## config.mk

```make
export PLATFORM = sky130hd
export DESIGN_NAME = cmi_front
export DESIGN_NICKNAME = d
export VERILOG_FILES = /design/src/sv/cmi_pkg.sv /design/src/sv/cmi_front.sv
export SDC_FILE = /design/constraint.sdc
export NUM_CORES = 1
export LEC_CHECK = 0
export BUFFER_PORTS_ARGS = -buffer_cell sky130_fd_sc_hd__clkbuf_2
export CAP_MARGIN = 20
export CORE_MARGIN = 1
export CORE_UTILIZATION = 44
export DETAILED_ROUTE_END_ITERATION = 8
export PLACE_DENSITY_LB_ADDON = 0.08
export SKIP_CTS_REPAIR_TIMING = 1
export SLEW_MARGIN = 0
export SYNTH_ARGS = -nofsm -noshare
export SYNTH_HDL_FRONTEND = slang
export SYNTH_SLANG_ARGS = --single-unit
```

## constraint.sdc

```tcl
create_clock -name clk -period 3.75 [get_ports clk]
set_clock_uncertainty 0.2 [all_clocks]
set_input_delay 0.75 -clock clk [delete_from_list [all_inputs] [get_ports clk]]
set_output_delay 0.75 -clock clk [all_outputs]
set_load 0.01 [all_outputs]
```

## src/sv/cmi_pkg.sv

```systemverilog
// Shared types, codes and constants of the colour map interpolator.
`default_nettype none
package cmi_pkg;

  localparam int DEFAULT_MAX_BREAKPOINTS = 128;
  localparam int QUEUE_DEPTH = 4;
  localparam int QUEUE_AW = $clog2(QUEUE_DEPTH);

  localparam logic [1:0] OP_CLEAR  = 2'd0;
  localparam logic [1:0] OP_INSERT = 2'd1;
  localparam logic [1:0] OP_LOOKUP = 2'd2;

  localparam logic [1:0] KIND_CLEAR  = 2'd0;
  localparam logic [1:0] KIND_INSERT = 2'd1;
  localparam logic [1:0] KIND_LOOKUP = 2'd2;
  localparam logic [1:0] KIND_NOP    = 2'd3;

  localparam logic [1:0] STATUS_OK    = 2'd0;
  localparam logic [1:0] STATUS_FULL  = 2'd1;
  localparam logic [1:0] STATUS_EMPTY = 2'd2;

  localparam logic [15:0] GREY_LEVEL = 16'd32767;

  typedef struct packed {
    logic [1:0]         kind;
    logic signed [31:0] value;
    logic [15:0]        red;
    logic [15:0]        green;
    logic [15:0]        blue;
  } cmd_t;

  typedef struct packed {
    logic signed [31:0] value;
    logic [15:0]        red;
    logic [15:0]        green;
    logic [15:0]        blue;
  } entry_t;

  typedef struct packed {
    logic valid;
    cmd_t cmd;
  } push_t;

endpackage
`default_nettype wire

```

## src/sv/cmi_front.sv

```systemverilog
// Input stage: accepts transfers and classifies the operation into a command.
`default_nettype none
module cmi_front (
  input  wire logic          clk,
  input  wire logic          rst,
  input  wire logic          s_axis_tvalid,
  output logic               s_axis_tready,
  input  wire logic [79:0]   s_axis_tdata,  // sample_value, in_red, in_green, in_blue
  input  wire logic [1:0]    s_axis_tuser,  // operation
  output cmi_pkg::push_t     push,
  input  wire logic          push_ready
);
  import cmi_pkg::*;

  logic full;
  cmd_t cmd;
  logic [1:0] kind;

  always_comb begin
    case (s_axis_tuser)
      OP_CLEAR:  kind = KIND_CLEAR;
      OP_INSERT: kind = KIND_INSERT;
      OP_LOOKUP: kind = KIND_LOOKUP;
      default:   kind = KIND_NOP;
    endcase
  end

  assign s_axis_tready = !full || push_ready;
  assign push.valid = full;
  assign push.cmd = cmd;

  always_ff @(posedge clk) begin
    if (rst) begin
      full <= 1'b0;
    end else if (s_axis_tready) begin
      full <= s_axis_tvalid;
    end
    if (s_axis_tvalid && s_axis_tready) begin
      cmd.kind  <= kind;
      cmd.value <= s_axis_tdata[31:0];
      cmd.red   <= s_axis_tdata[47:32];
      cmd.green <= s_axis_tdata[63:48];
      cmd.blue  <= s_axis_tdata[79:64];
    end
  end

endmodule
`default_nettype wire

```

==> impl_metrics.py <==
metrics = {
    "status": {
        "status": "completed",
    },
    "floorplan": {
        "num_io_pins": 170,
        "fp.dieW_um": 77.9,
        "rows": 27,
        "dieArea_sq_um": 6060,
        "start_util": 0.457,
        "die_h_um": 77.9,
        "core_sq_um": 5540,
    },
    "timing": {
        "min_period_ps": 2040,
        "min_period_over_period": 0.543,
        "rsz0062_at_grt": "no",
        "setup_tns_ps": 0,
        "clock.fmax_mhz": 491,
        "tightestPinTransition_ps": 998,
        "finalMaxSlewViolations": 0,
        "hold_viol": 0,
        "finalWorstSetupSlack_ps": 1710,
        "max_slew_margin": 0.335,
        "setup_viol_count_final": 0,
    },
    "synth": {
        "ys_ff_latch": 83,
        "ys_seq_area_frac": 0.980,
        "avgSynthCellArea_sq_um": 28.1,
        "yosysUniqueCellTypes": 8,
        "synth_nets": 176,
        "yosys_warnings": 0,
        "syn-cell-area_sq_um": 2530,
        "synth_cells": 90,
    },
    "grt": {
        "gr-total-overflow": 0,
        "antenna_found_initial": 0,
        "grt_usage": 0.151,
        "grt_pass1_vias": 1370,
        "grt_max_degree": 83,
        "grt_pass1_wl_mm": 6.48,
    },
    "setup_path": {
        "cp_common_cell": "clkbuf_2",
        "crit_path_cell_trace": "clkbuf_2 -> nand2b_4 -> clkbuf_2",
        "path_buf_inv": 2,
        "critPathTopFamily": "buffers and inverters",
        "end_kind": "output pin",
        "worstPathRequired_ps": 2800,
        "cp-start-kind": "primary input",
        "critPathMaxStageDelay_ps": 140,
        "crit_path_start": "push_ready",
        "r2r_start": "full",
        "path_class": "primary input to output pin",
        "crit_arrival_ps": 1090,
        "critical_path.max_fanout": 3,
        "worst_path_max_delay_cell": "nand2b_4",
    },
    "min_path": {
        "hold_path_startpoint": "full",
        "hp-class": "register to register",
    },
    "final_layout": {
        "layout_common_cells": "clkbuf_2 (169), edfxtp_1 (82), clkbuf_8 (9), clkbuf_1 (2), clkinv_1 (2)",
        "finish.utilization": 0.655,
        "area_growth_pct": 43.2,
        "drive_above_1_share": 0.675,
        "fin_area_sq_um": 3630,
        "final_common_cell": "clkbuf_2",
        "nNetsFinal": 353,
        "fillers": 421,
        "diodes": 0,
    },
    "route": {
        "ant_nets": 0,
        "wl_mm": 4.46,
        "drt_first_pass_iters": 4,
        "drc": 0,
        "avgRoutedWirePerCell_um": 13.0,
        "vias": 1480,
        "via_per_inst": 4.31,
        "drtIter0Drc": 52,
    },
    "clocking": {
        "cts_tree": "done",
        "worstSkewPairLatency_ps": 320,
        "root_buffer": "clkbuf_8",
        "path_clk_slew_ps": 70,
        "cts.path.max_buffers": 2,
        "cts_made_buffers": 9,
        "cts-htree-levels": 3,
        "cts_sinks": 83,
    },
    "placed_design": {
        "postPlaceCellArea_sq_um": 3450,
        "place_congestion": 0.694,
        "io_buffer_count": 169,
        "place_ws_ps": 1360,
    },
    "pwr": {
        "p_per_area_nw_per_um2": 498,
        "total_power_mw": 1.81,
        "power_leakage_nw": 1.61,
        "ir_worst_vdd_mv": 0.308,
    },
    "job": {
        "maxCapViolations": 0,
    },
}
final cells by class:
| class | instances | area (sq um) | area share |
|---|---|---|---|
| Clock buffer | 11 | 131 | 0.0362 |
| Clock inverter | 4 | 42.5 | 0.0117 |
| Inverter | 1 | 3.75 | 0.00103 |
| Multi-Input combinational cell | 3 | 31.3 | 0.00862 |
| Sequential cell | 83 | 2480 | 0.684 |
| Tap cell | 72 | 90.1 | 0.0248 |
| Timing Repair Buffer | 169 | 846 | 0.233 |
path summary, 6_finish.rpt:
| kind | end | slack (ps) | cells past startpoint |
|---|---|---|---|
| max | s_axis_tready | 1710 | 3 |
| min | full | 310 | 2 |
| max reg2reg | push[60] | 1910 | 2 |
| min reg2reg | full | 310 | 2 |
registers in the layout, indices dropped and copies added, names as in the netlist:
register and cells:
full 1, push 82
routing by layer:
metal / track usage / vias to the layer above / share of wire
met4: 0.104 / 0 / 0.016
met3: 0.0588 / 6 / 0.11
met1: 0.168 / 666 / 0.38
met5: 0 / - / 0
met2: 0.239 / 102 / 0.50
li1: - / 706 / -
cell families after synthesis:
family	synth area share
flip-flops	0.980
buffers and inverters	0.00741
AO/OA/AOI/OAI	0.00346
AND/OR/NAND/NOR	0.00889
synth_stat cells:
master | instances | area share
edfxtp_1 | 82 | 0.97
clkbuf_1 | 2 | 0.0030
a21oi_2 | 1 | 0.0035
and2_4 | 1 | 0.0035
buf_4 | 1 | 0.0030
dfxtp_1 | 1 | 0.0079
inv_1 | 1 | 0.0015
nand2b_4 | 1 | 0.0054
per-stage QoR:
step / hold slack (ps) / cells
after floorplan: 299 / 90
after global placement: 286 / 328
after detailed placement: 300 / 328
after CTS: 311 / 343
after global routing: 334 / 343
final: 307 / 343
worst reg2reg max path: stages (launching register included):
cell	delay, ps
dfxtp_1	340
nand2b_4	80
and2_4	810
power by group:
| group | switching (mW) | internal [mW] | total, mW |
|---|---|---|---|
| Combinational | 0.0773 | 0.0651 | 0.142 |
| Clock | 0.267 | 0.299 | 0.566 |
| Sequential | 0.0131 | 1.08 | 1.10 |
(Power assumes the default switching activity.)
