[config.mk]
export PLATFORM = sky130hd
export DESIGN_NAME = cmi_queue
export DESIGN_NICKNAME = d
export VERILOG_FILES = /design/src/sv/cmi_pkg.sv /design/src/sv/cmi_queue.sv
export SDC_FILE = /design/constraint.sdc
export NUM_CORES = 1
export LEC_CHECK = 0
export ABC_AREA = 1
export BUFFER_PORTS_ARGS = -buffer_cell sky130_fd_sc_hd__buf_4
export CAP_MARGIN = 25
export CORE_UTILIZATION = 30
export CTS_CLUSTER_SIZE = 16
export DETAILED_ROUTE_END_ITERATION = 8
export SYNTH_ARGS = -nofsm -noshare
export SYNTH_HDL_FRONTEND = slang
export SYNTH_SLANG_ARGS = --single-unit
[constraint.sdc]
create_clock -name clk -period 11.3 [get_ports clk]
set_input_delay 1.13 -clock clk [delete_from_list [all_inputs] [get_ports clk]]
set_output_delay 1.13 -clock clk [all_outputs]
set_load 0.02 [all_outputs]
[src/sv/cmi_pkg.sv]
// Shared types, codes and constants of the colour map interpolator.
`default_nettype none
package cmi_pkg;

  localparam int DEFAULT_MAX_BREAKPOINTS = 128;
  localparam int QUEUE_DEPTH = 4;
  localparam int QUEUE_AW = $clog2(QUEUE_DEPTH);

  localparam logic [1:0] OP_CLEAR  = 2'd0;
  localparam logic [1:0] OP_INSERT = 2'd1;
  localparam logic [1:0] OP_LOOKUP = 2'd2;

  localparam logic [1:0] KIND_CLEAR  = 2'd0;
  localparam logic [1:0] KIND_INSERT = 2'd1;
  localparam logic [1:0] KIND_LOOKUP = 2'd2;
  localparam logic [1:0] KIND_NOP    = 2'd3;

  localparam logic [1:0] STATUS_OK    = 2'd0;
  localparam logic [1:0] STATUS_FULL  = 2'd1;
  localparam logic [1:0] STATUS_EMPTY = 2'd2;

  localparam logic [15:0] GREY_LEVEL = 16'd32767;

  typedef struct packed {
    logic [1:0]         kind;
    logic signed [31:0] value;
    logic [15:0]        red;
    logic [15:0]        green;
    logic [15:0]        blue;
  } cmd_t;

  typedef struct packed {
    logic signed [31:0] value;
    logic [15:0]        red;
    logic [15:0]        green;
    logic [15:0]        blue;
  } entry_t;

  typedef struct packed {
    logic valid;
    cmd_t cmd;
  } push_t;

endpackage
`default_nettype wire

[src/sv/cmi_queue.sv]
// Command queue between the input stage and the table engine.
`default_nettype none
module cmi_queue (
  input  wire logic          clk,
  input  wire logic          rst,
  input  wire cmi_pkg::push_t push,
  output logic               push_ready,
  output logic               pop_valid,
  input  wire logic          pop,
  output cmi_pkg::cmd_t      pop_cmd
);
  import cmi_pkg::*;

  cmd_t mem [QUEUE_DEPTH];
  logic [QUEUE_AW-1:0] wr_ptr;
  logic [QUEUE_AW-1:0] rd_ptr;
  logic [QUEUE_AW:0]   fill;
  logic do_push;
  logic do_pop;

  assign push_ready = (fill != (QUEUE_AW+1)'(QUEUE_DEPTH));
  assign pop_valid = (fill != '0);
  assign pop_cmd = mem[rd_ptr];
  assign do_push = push.valid && push_ready;
  assign do_pop = pop && pop_valid;

  always_ff @(posedge clk) begin
    if (rst) begin
      wr_ptr <= '0;
      rd_ptr <= '0;
      fill <= '0;
    end else begin
      if (do_push) wr_ptr <= wr_ptr + 1'b1;
      if (do_pop) rd_ptr <= rd_ptr + 1'b1;
      if (do_push && !do_pop) fill <= fill + 1'b1;
      else if (!do_push && do_pop) fill <= fill - 1'b1;
    end
    if (do_push) mem[wr_ptr] <= push.cmd;
  end

endmodule
`default_nettype wire

==> metrics.cfg, run 1 <==
[synthesis]
synthesis.nets=953
async_reset_ff_frac=0
yosysMostFrequentCell=edfxtp_1
synth.avg_cell_area_sq_um=14.8
yosysWarnings=0
synth_top_family_by_area=compound AO/OA/AOI/OAI gates
synth_enable_flop_cells=328
synth-compound-area-share=0.113
synth-simple-area-share=0.0594
synth_top_area_share=0.773
ys_types=24
ys_ff_latch=337
muxShareOfSynthArea=0
synth_area_sq_um=12700
synthesis.instances=861
synth_adder_area_share=0.00648
synth-xor-area-share=0.000688
synth_top_area_cell=edfxtp_1
synthTopCellsByCount=edfxtp_1 (328), nor2_1 (176), o21ai_0 (85)
synth_ff_type=edfxtp_1
synthTopCellsByArea=edfxtp_1 (77%), nor2_1 (5.2%), o22ai_1 (3.9%)
synth_seq_area_share=0.788

[place]
dp_hpwl_mm=15.4
dp.cells=1529
place_congestion=0.725
port_buffers=169
dpl-instance-area_sq_um=14500

[cts]
numCtsBuffers=37
clk_latency_ps=540
htreeDepth=2
clock_path_buffers=3
cts_resized=0
clkSlewWorstSetupHoldPaths_ps=60
cts.hold.buffers_added=0
cts_tree=yes
cts_setup_buffers=0
cts-root-buf=clkbuf_16
cts.sinks=337

[global_routing]
antenna_found_initial=2
first_global_vias=7306
grt_usage=0.129
grt_pass1_wl_mm=42.6
grt-ovfl-total=0
grt_start_max_net_pins=93

[setup_path]
cp.buffers_inverters=4
end_kind=primary output
critPathMaxStageDelay_ps=750
crit_arrival_ps=3070
path_delay_family=buffers and inverters
cp-start-kind=register
r2r-start=fill[0]$_SDFFE_PP0P_
required_ps=10170
path_class=register to primary output
crit_chain=buf_4, clkinv_2, buf_4, o21ai_0, o22ai_2, buf_4
slowest_stage=clkinv_2
crit_top_cell=buf_4
cp_max_fo=43

[floorplanning]
die_h_um=208
row_count=75
die_w_um=208
initial_utilization=0.304
coreArea_sq_um=41900
io_pins=170
dieArea_sq_um=43300

[sta]
fin_crit_sh=0.371
relSlewSlack=0.355
report.final.slew_viol_count=0
hold_viol_final=0
finClkSkew_ps=14.3
fin_crit_ps=4200
tightest_slew_ps=968
tns_ps=0
max_freq_mhz=238
rsz0062_at_grt=no
final-setup-viol-count=0

[route]
drc=0
drt_iter0_markers=440
wl_per_cell_um=17.8
ant_nets=0
viasPerCell=4.71
firstDrtPassIters=5
drt-total-wl_mm=28.4
vias=7520

[final_layout]
fin_area_sq_um=15700
syn_to_final_growth_pct=23.0
drive_gt1_frac=0.252
layout.cells.non_filler=1597
finalNetCount=1122
final_util=0.373

[pwr]
p_leak_nw=5.43
max-vdd-ir-drop_mv=0.158
cellPowerDensity_nw_per_um2=239
total_power_w=0.00374

[min_path]
min_from=rd_ptr[0]$_SDFFE_PP0P_
holdCritPathClass=register to register

[job]
drv_cap=0

[status]
status=finished, final reports clean

[report_power, final]
group	switching [W]	leakage (nW)	internal, W
combinational	0.000663	1.77	0.000346
sequential	0.0000359	3.08	0.00152
clock	0.000483	0.586	0.000696
total	0.00118	5.43	0.00256
[flip-flops by register name, indices dropped and copies added (netlist names), named ones only]
signal	flops
fill	3
mem	328
wr_ptr	2
rd_ptr	2
[final timing paths]
| check | endpoint | slack, ps | depth (start not counted) |
|---|---|---|---|
| setup / recovery | pop_cmd[78] | 7100 | 6 |
| hold reg to reg | rd_ptr[0]$_SDFFE_PP0P_ | 500 | 2 |
| hold / removal | rd_ptr[0]$_SDFFE_PP0P_ | 500 | 2 |
| setup reg to reg | mem[3][61]$_DFFE_PP_ | 8660 | 6 |
[through the flow]
step / hold WS, ps / setup slack [ps]
after global placement: 486 / 7660
final: 500 / 7100
after detailed placement: 494 / 7610
after CTS: 502 / 7020
after floorplan: 459 / 6110
after global routing: 516 / 6890
[final cells by class]
class                      instances  area, sq um
tap                              539          674
fill                            3952        26300
sequential                       337        10000
antenna                            1         2.50
clock inverter                    18          150
clock buffer                      48         1040
inverter                          16         66.3
timing repair buffer             183         1390
multi-input combinational        455         2310
[cell families (layout without fill, tap and decap cells)]
logic type               count (synthesis)  count (layout)
AO/OA/AOI/OAI                          250             250
other                                    0               1
flip-flops                             337             337
XOR/XNOR                                 1               1
adder cells (fa/ha/maj)                  6               6
buffers and inverters                   69             265
AND/OR/NAND/NOR                        198             198
[worst register-to-register path: stages (launching register included)]
cell,delay (ps)
dfxtp_1,390
nor2_1,80
nand2_1,130
nand2_1,260
nor2_4,350
buf_12,230
buf_4,720
[routing by layer]
layer  share of wire  GRT usage
met1            0.45      0.166
met4           0.024     0.0529
met2            0.47      0.207
met5         0.00046          0
met3           0.062     0.0359
[layout by cell type (no fill, tap or decap), types with 4 or more instances in the layout]
cell,instances
o21ai_2,18
nand2_1,15
clkbuf_16,39
o21ai_1,62
dfxtp_1,7
nor2_1,172
edfxtp_1,328
nand3_1,4
ha_1,5
clkbuf_1,6
clkinv_1,7
clkinv_2,5
nor2_4,4
o22ai_1,80
inv_1,14
buf_4,182
o21ai_0,85
(Power assumes the default switching activity.)
==> run 2, diff against run 1 <==
Settings changed: ABC_AREA 1 to 0.
Clock period 11.3 ns to 4.1 ns, I/O delays scaled along.
==> run 2 against run 1 <==
  * Cell count fell by 23%
  * Critical path depth decreased by 3
  * First-iteration DRC count shrank 33%
  * Sequential share of layout area rose by 1.0 points
  * Critical endpoint is now pop_cmd[50]
  * Largest power group unchanged
==> metrics.cfg, run 2 <==
[final_layout]
drive_gt1_frac=0.459  ; +0.207
layout_common_cells=edfxtp_1 (328), buf_4 (173), mux4_2 (81), clkbuf_16 (39)
final_common_cell=edfxtp_1
syn_to_final_growth_pct=24.6
final_util=0.379  ; +0.00527
multi_input_area_sq_um=2130  ; -7.8%
largest_register_ffs=328  ; unchanged
regArea_sq_um=10000  ; about the same
fin_area_sq_um=15400  ; -1.5%
reg_top3=mem: 328 flops, fill: 3 flops
diodes=0  ; -1
fill_cells=3721  ; -5.8%
regMostFlops=mem
finalNetCount=766  ; -32%

[floorplanning]
coreArea_sq_um=40700  ; -2.9%
die_w_um=205  ; -1.4%
row_count=74  ; -1.3%
die_h_um=205  ; -1.4%
dieArea_sq_um=42100  ; -2.8%
io_pins=170  ; unchanged
initial_utilization=0.304  ; about the same

[sta]
final-setup-viol-count=0  ; unchanged
report.final.slew_viol_count=0  ; unchanged
max_freq_mhz=336
tns_ps=0  ; unchanged
hold_viol_final=0  ; unchanged
rsz0062_at_grt=no
fin_crit_sh=0.725
relSlewSlack=0.478  ; +0.123
finClkSkew_ps=11.3  ; -3.00 ps
tightest_slew_ps=783  ; -184 ps
fin_crit_ps=2970

[pwr]
p_leak_nw=5.12  ; -5.8%
combPwrFrac=0.249  ; -0.020
cellPowerDensity_nw_per_um2=660  ; +180%
p_sw_w=0.00280  ; +140%
p_seq_frac=0.431  ; +0.015
p_sw_frac=0.275  ; -0.0410
power.internal_w=0.00738  ; +190%
clkPwrFrac=0.319  ; +0.004
max-vdd-ir-drop_mv=0.398  ; +150%

[setup_path]
cp-start-kind=register
r2r-end=mem[0][43]$_DFFE_PP_
critPathCapture=pop_cmd[50]
rrSetupSlack_ps=1740  ; -6920 ps
path_class=register to primary output
r2r-start=fill[0]$_SDFFE_PP0P_
end_kind=primary output
crit_arrival_ps=2560  ; -510 ps
required_ps=3690  ; -6480 ps
r2r_cells=4  ; -2
cp_max_fo=37  ; -14%

[route]
viasPerCell=4.47  ; -5.0%
drc=0  ; unchanged
firstDrtPassIters=4  ; -1
wl_met2_mm=11.6  ; -13%
drt-met1-wl_mm=10.3  ; -19%
wl_per_cell_um=19.5  ; +10%
vias=5499  ; -27%
top_layer=met5
drt_iter0_markers=296  ; -33%
met3_length_mm=1.50  ; -15%
drt-total-wl_mm=24.0  ; -15%
ant_nets=0  ; unchanged

[global_routing]
antenna_found_initial=1  ; -1
grt_usage=0.115  ; -0.0146
grt_start_max_net_pins=55  ; -41%
grt-ovfl-total=0  ; unchanged
first_global_vias=5836  ; -20%
grt_pass1_wl_mm=35.4  ; -17%

[cts]
cts-root-buf=clkbuf_16
clk_latency_ps=540  ; about the same
clock_path_buffers=3  ; unchanged
cts.hold.buffers_added=0  ; unchanged
cts.sinks=337  ; unchanged
htreeDepth=2  ; unchanged
clkSlewWorstSetupHoldPaths_ps=60  ; about the same
numCtsBuffers=37  ; unchanged
cts_tree=yes
cts_resized=0  ; unchanged
cts_setup_buffers=0  ; unchanged

[synthesis]
synthesis.instances=476  ; -45%
ys_types=24  ; unchanged
synth_area_sq_um=12400  ; -2.8%
synth_seq_area_share=0.810  ; +0.0226
synthTopCellsByArea=edfxtp_1 (80%), mux4_2 (15%), dfxtp_1 (1.5%)
ys_ff_latch=337  ; unchanged
synth.avg_cell_area_sq_um=26.0  ; +76%
synth_top_area_cell=edfxtp_1
yosysMostFrequentCell=edfxtp_1
synth_enable_flop_cells=328  ; unchanged
yosysWarnings=0  ; unchanged
synthesis.nets=568  ; -40%
synth_ff_type=edfxtp_1
async_reset_ff_frac=0  ; unchanged
synth_top_area_share=0.796  ; +0.0222
synthTopCellsByCount=edfxtp_1 (328), mux4_2 (81), dfxtp_1 (9)

[min_path]
holdCritPathClass=primary input to register

[place]
port_buffers=169  ; unchanged
dp_hpwl_mm=13.9  ; -9.9%
place_congestion=0.676  ; -6.8%
dpl-instance-area_sq_um=14200  ; -1.5%

[job]
drv_cap=0  ; unchanged

[status]
status=finished, final reports clean

[run 2: cell count changes after synthesis, moves of 10 or more]
cell	before	now
buf_2	18	8
nor2_1	176	8
inv_1	14	3
o21ai_2	18	0
o21ai_1	62	0
nand2_1	15	1
mux4_2	0	81
buf_6	13	1
o21ai_0	85	1
clkbuf_1	14	2
o22ai_1	80	0
[run 2: worst max-delay path: stages, from the launching register on]
cell and delay (ps):
dfxtp_4 860, buf_4 420, mux4_2 550, buf_4 170
[run 2: final cells by class]
type	instances	area share
flip-flops and latches	337	0.651
clock inverters	21	0.0131
well taps	532	0.0431
repair buffers	178	0.0907
multi-input cells	117	0.138
clock buffers	41	0.0637
inverters	3	0.000730
[run 2: layer usage]
metal | vias up | global-route usage
met4 | 2 | 0.0484
met3 | 47 | 0.0334
met1 | 2873 | 0.144
li1 | 2436 | -
met5 | - | 0
met2 | 141 | 0.185
[run 2: per-stage QoR]
step                      setup WS, ps  std cells  power, W  hold slack (ps)
after floorplan                    936        476   0.00616              482
after global routing               903       1229    0.0106             42.5
final                             1130       1229    0.0102             71.6
after detailed placement          1590       1167   0.00708              513
after global placement            1590       1167   0.00706              501
after CTS                         1000       1229    0.0104             24.1
[run 2: kinds of logic (layout without fill, tap and decap cells)]
group                    after synthesis  after routing  synth area share
buffers and inverters                 22            243            0.0186
flip-flops                           337            337             0.810
XOR/XNOR                               4              4           0.00283
multiplexers                          85             85             0.152
AO/OA/AOI/OAI                          5              5           0.00303
adder cells (fa/ha/maj)                6              6           0.00667
AND/OR/NAND/NOR                       17             17           0.00677
[run 2: power groups by stage]
stage / sequential, W / combinational [W] / clock [W]
2_1_floorplan: 0.00434 / 0.00182 / 0
3_5_place_dp: 0.00448 / 0.00260 / 0
6_report: 0.00439 / 0.00254 / 0.00325
3_3_place_gp: 0.00447 / 0.00259 / 0
5_1_grt: 0.00445 / 0.00272 / 0.00348
4_1_cts: 0.00441 / 0.00261 / 0.00336
[run 2: how the worst min path moves through the flow]
stage / start / slack, ps / depth (start not counted) / to
after floorplan: wr_ptr[1]$_SDFFE_PP0P_ / 480 / 2 / wr_ptr[1]$_SDFFE_PP0P_
after global placement: wr_ptr[1]$_SDFFE_PP0P_ / 500 / 2 / wr_ptr[1]$_SDFFE_PP0P_
after detailed placement: rd_ptr[0]$_SDFFE_PP0P_ / 510 / 2 / register
after CTS: push[62] / 20 / 1 / mem[0][62]$_DFFE_PP_
after global routing: push[51] / 40 / 1 / mem[2][51]$_DFFE_PP_
final: push[62] / 70 / 1 / mem[0][62]$_DFFE_PP_
==> run 3, diff against run 2 <==
Clock period 4.1 ns to 2.65 ns, I/O delays scaled along.
==> run 3 against run 2 <==
  * Total power increased by 57%
  * Combinational power grew 68%
  * Critical path depth unchanged
  * Highest routed layer unchanged
==> metrics.cfg, run 3 (same netlist as run 2, synthesis figures left out) <==
[status]
status=finished, final reports clean

[pwr]
max-vdd-ir-drop_mv=0.568  ; +43%
p_leak_nw=5.50  ; +7.5%
cellPowerDensity_nw_per_um2=974  ; +48%

[cts]
cts-root-buf=clkbuf_16
cts_resized=0  ; unchanged
numCtsBuffers=37  ; unchanged
clkSlewWorstSetupHoldPaths_ps=60  ; about the same
cts.sinks=337  ; unchanged
cts_setup_buffers=0  ; unchanged
htreeDepth=2  ; unchanged
cts_tree=yes
clk_latency_ps=530  ; about the same
clock_path_buffers=3  ; unchanged

[route]
viasPerCell=4.43  ; -1.1%
vias=5844  ; +6.3%
firstDrtPassIters=4  ; unchanged
wl_per_cell_um=19.2  ; -1.7%
ant_nets=0  ; unchanged
drc=0  ; unchanged
drt_iter0_markers=238  ; -20%
drt-total-wl_mm=25.4  ; +5.6%

[final_layout]
layout_common_cells=edfxtp_1 (328), buf_4 (174), dlygate4sd3_1 (83), mux4_2 (81), clkbuf_16 (39)
layout.cells.non_filler=1320  ; +7.4%
reg_top3=mem: 328 flops, fill: 3 flops
final_util=0.402  ; +0.0229
fill_cells=3630  ; -2.4%
largest_register_ffs=328  ; unchanged
regMostFlops=mem
final_common_cell=edfxtp_1
fin_area_sq_um=16400  ; +6.1%
diodes=0  ; unchanged
finalNetCount=855  ; +12%
drive_gt1_frac=0.414  ; -0.0454
multi_input_area_sq_um=2130  ; unchanged
syn_to_final_growth_pct=32.2
regArea_sq_um=10000  ; unchanged

[global_routing]
grtUsageMet1=0.149  ; +0.00435
top_usage_layer=met2
grt_usage=0.123  ; +0.00845
antenna_found_initial=3  ; +2
grt-ovfl-total=0  ; unchanged
grt_start_max_net_pins=56  ; +1.8%
met3_usage=0.0325  ; -0.000955
first_global_vias=6500  ; +11%
use_met2=0.210  ; +0.0251
grt_pass1_wl_mm=38.1  ; +7.6%

[sta]
max_freq_mhz=413
fin_crit_sh=0.913
finClkSkew_ps=11.8  ; +0.574 ps
tns_ps=0  ; unchanged
final-setup-viol-count=0  ; unchanged
relSlewSlack=0.641  ; +0.163
report.final.slew_viol_count=0  ; unchanged
fin_crit_ps=2420
rsz0062_at_grt=no
hold_viol_final=0  ; unchanged
tightest_slew_ps=539  ; -245 ps
setup_ws_ps=231  ; -894 ps

[setup_path]
required_ps=2380  ; -1310 ps
crit_arrival_ps=2150  ; -410 ps
end_kind=primary output
cp_max_fo=14  ; -62%
cp-start-kind=register
path_class=register to primary output

[job]
drv_cap=0  ; unchanged

[min_path]
holdCritPathClass=primary input to register

[floorplanning]
initial_utilization=0.304  ; unchanged
dieArea_sq_um=42100  ; unchanged
row_count=74  ; unchanged
coreArea_sq_um=40700  ; unchanged
die_w_um=205  ; unchanged
io_pins=170  ; unchanged
die_h_um=205  ; unchanged

[place]
dp.cells=1173  ; +0.51%
port_buffers=169  ; unchanged
dp_slack_ps=370  ; -1220 ps
dpl-instance-area_sq_um=14400  ; +0.76%
dp_hpwl_mm=15.0  ; +7.4%
place_congestion=0.678  ; +0.36%

run 3: cell count changes in the layout (fill, tap and decap cells not counted):
cell / previous run / this run
dlygate4sd3_1: 0 / 83
buf_12: 5 / 10
clkbuf_1: 2 / 5
clkinv_2: 8 / 5
inv_6: 1 / 3
buf_4: 173 / 174
bufinv_16: 4 / 3
clkinv_1: 7 / 6
clkinv_4: 0 / 1
clkinvlp_4: 1 / 2
run 3: area by class of cell:
type | count | share of cell area
Sequential cell | 337 | 0.613
Timing Repair Buffer | 267 | 0.143
Multi-Input combinational cell | 117 | 0.130
Clock buffer | 44 | 0.0608
Tap cell | 532 | 0.0407
Clock inverter | 20 | 0.0115
Inverter | 3 | 0.000688
run 3: critical path, stage by stage (launching register included):
cell and delay (ps):
dfxtp_4 510, buf_4 370, mux4_2 560, buf_4 180
run 3: what timing repair did:
| item | CTS | global route |
|---|---|---|
| endpoints found under the hold margin | 335 | 0 |
| hold buffers | 83 | 0 |
| endpoints found under the setup margin | 0 | 0 |
run 3: through the flow:
step	hold WS [ps]	total power [W]
after global routing	159	0.0166
after CTS	117	0.0163
final	162	0.0159
after global placement	466	0.0110
after floorplan	364	0.00950
after detailed placement	468	0.0111
run 3: path summary, 6_finish.rpt:
| kind | from | to | slack, ps | depth (start not counted) |
|---|---|---|---|---|
| setup / recovery | register | pop_cmd[4] | 230 | 3 |
| hold / removal | pop | rd_ptr[0]$_SDFFE_PP0P_ | 160 | 4 |
| setup reg to reg | fill[0]$_SDFFE_PP0P_ | fill[2]$_SDFFE_PP0P_ | 330 | 8 |
| hold reg to reg | rd_ptr[1]$_SDFFE_PP0P_ | register | 520 | 2 |
run 3: where the power goes:
group	leakage, nW	total, W	switching [W]	internal (W)
logic	1.84	0.00427	0.00223	0.00205
clock network	0.576	0.00500	0.00203	0.00298
registers	3.08	0.00667	0.000193	0.00647
total	5.50	0.0159	0.00445	0.0115
run 3: metal layers:
layer,wire (um),vias up
li1,-,2615
met1,10500,3045
met2,12900,128
met3,1280,50
met4,644,6
met5,37,-
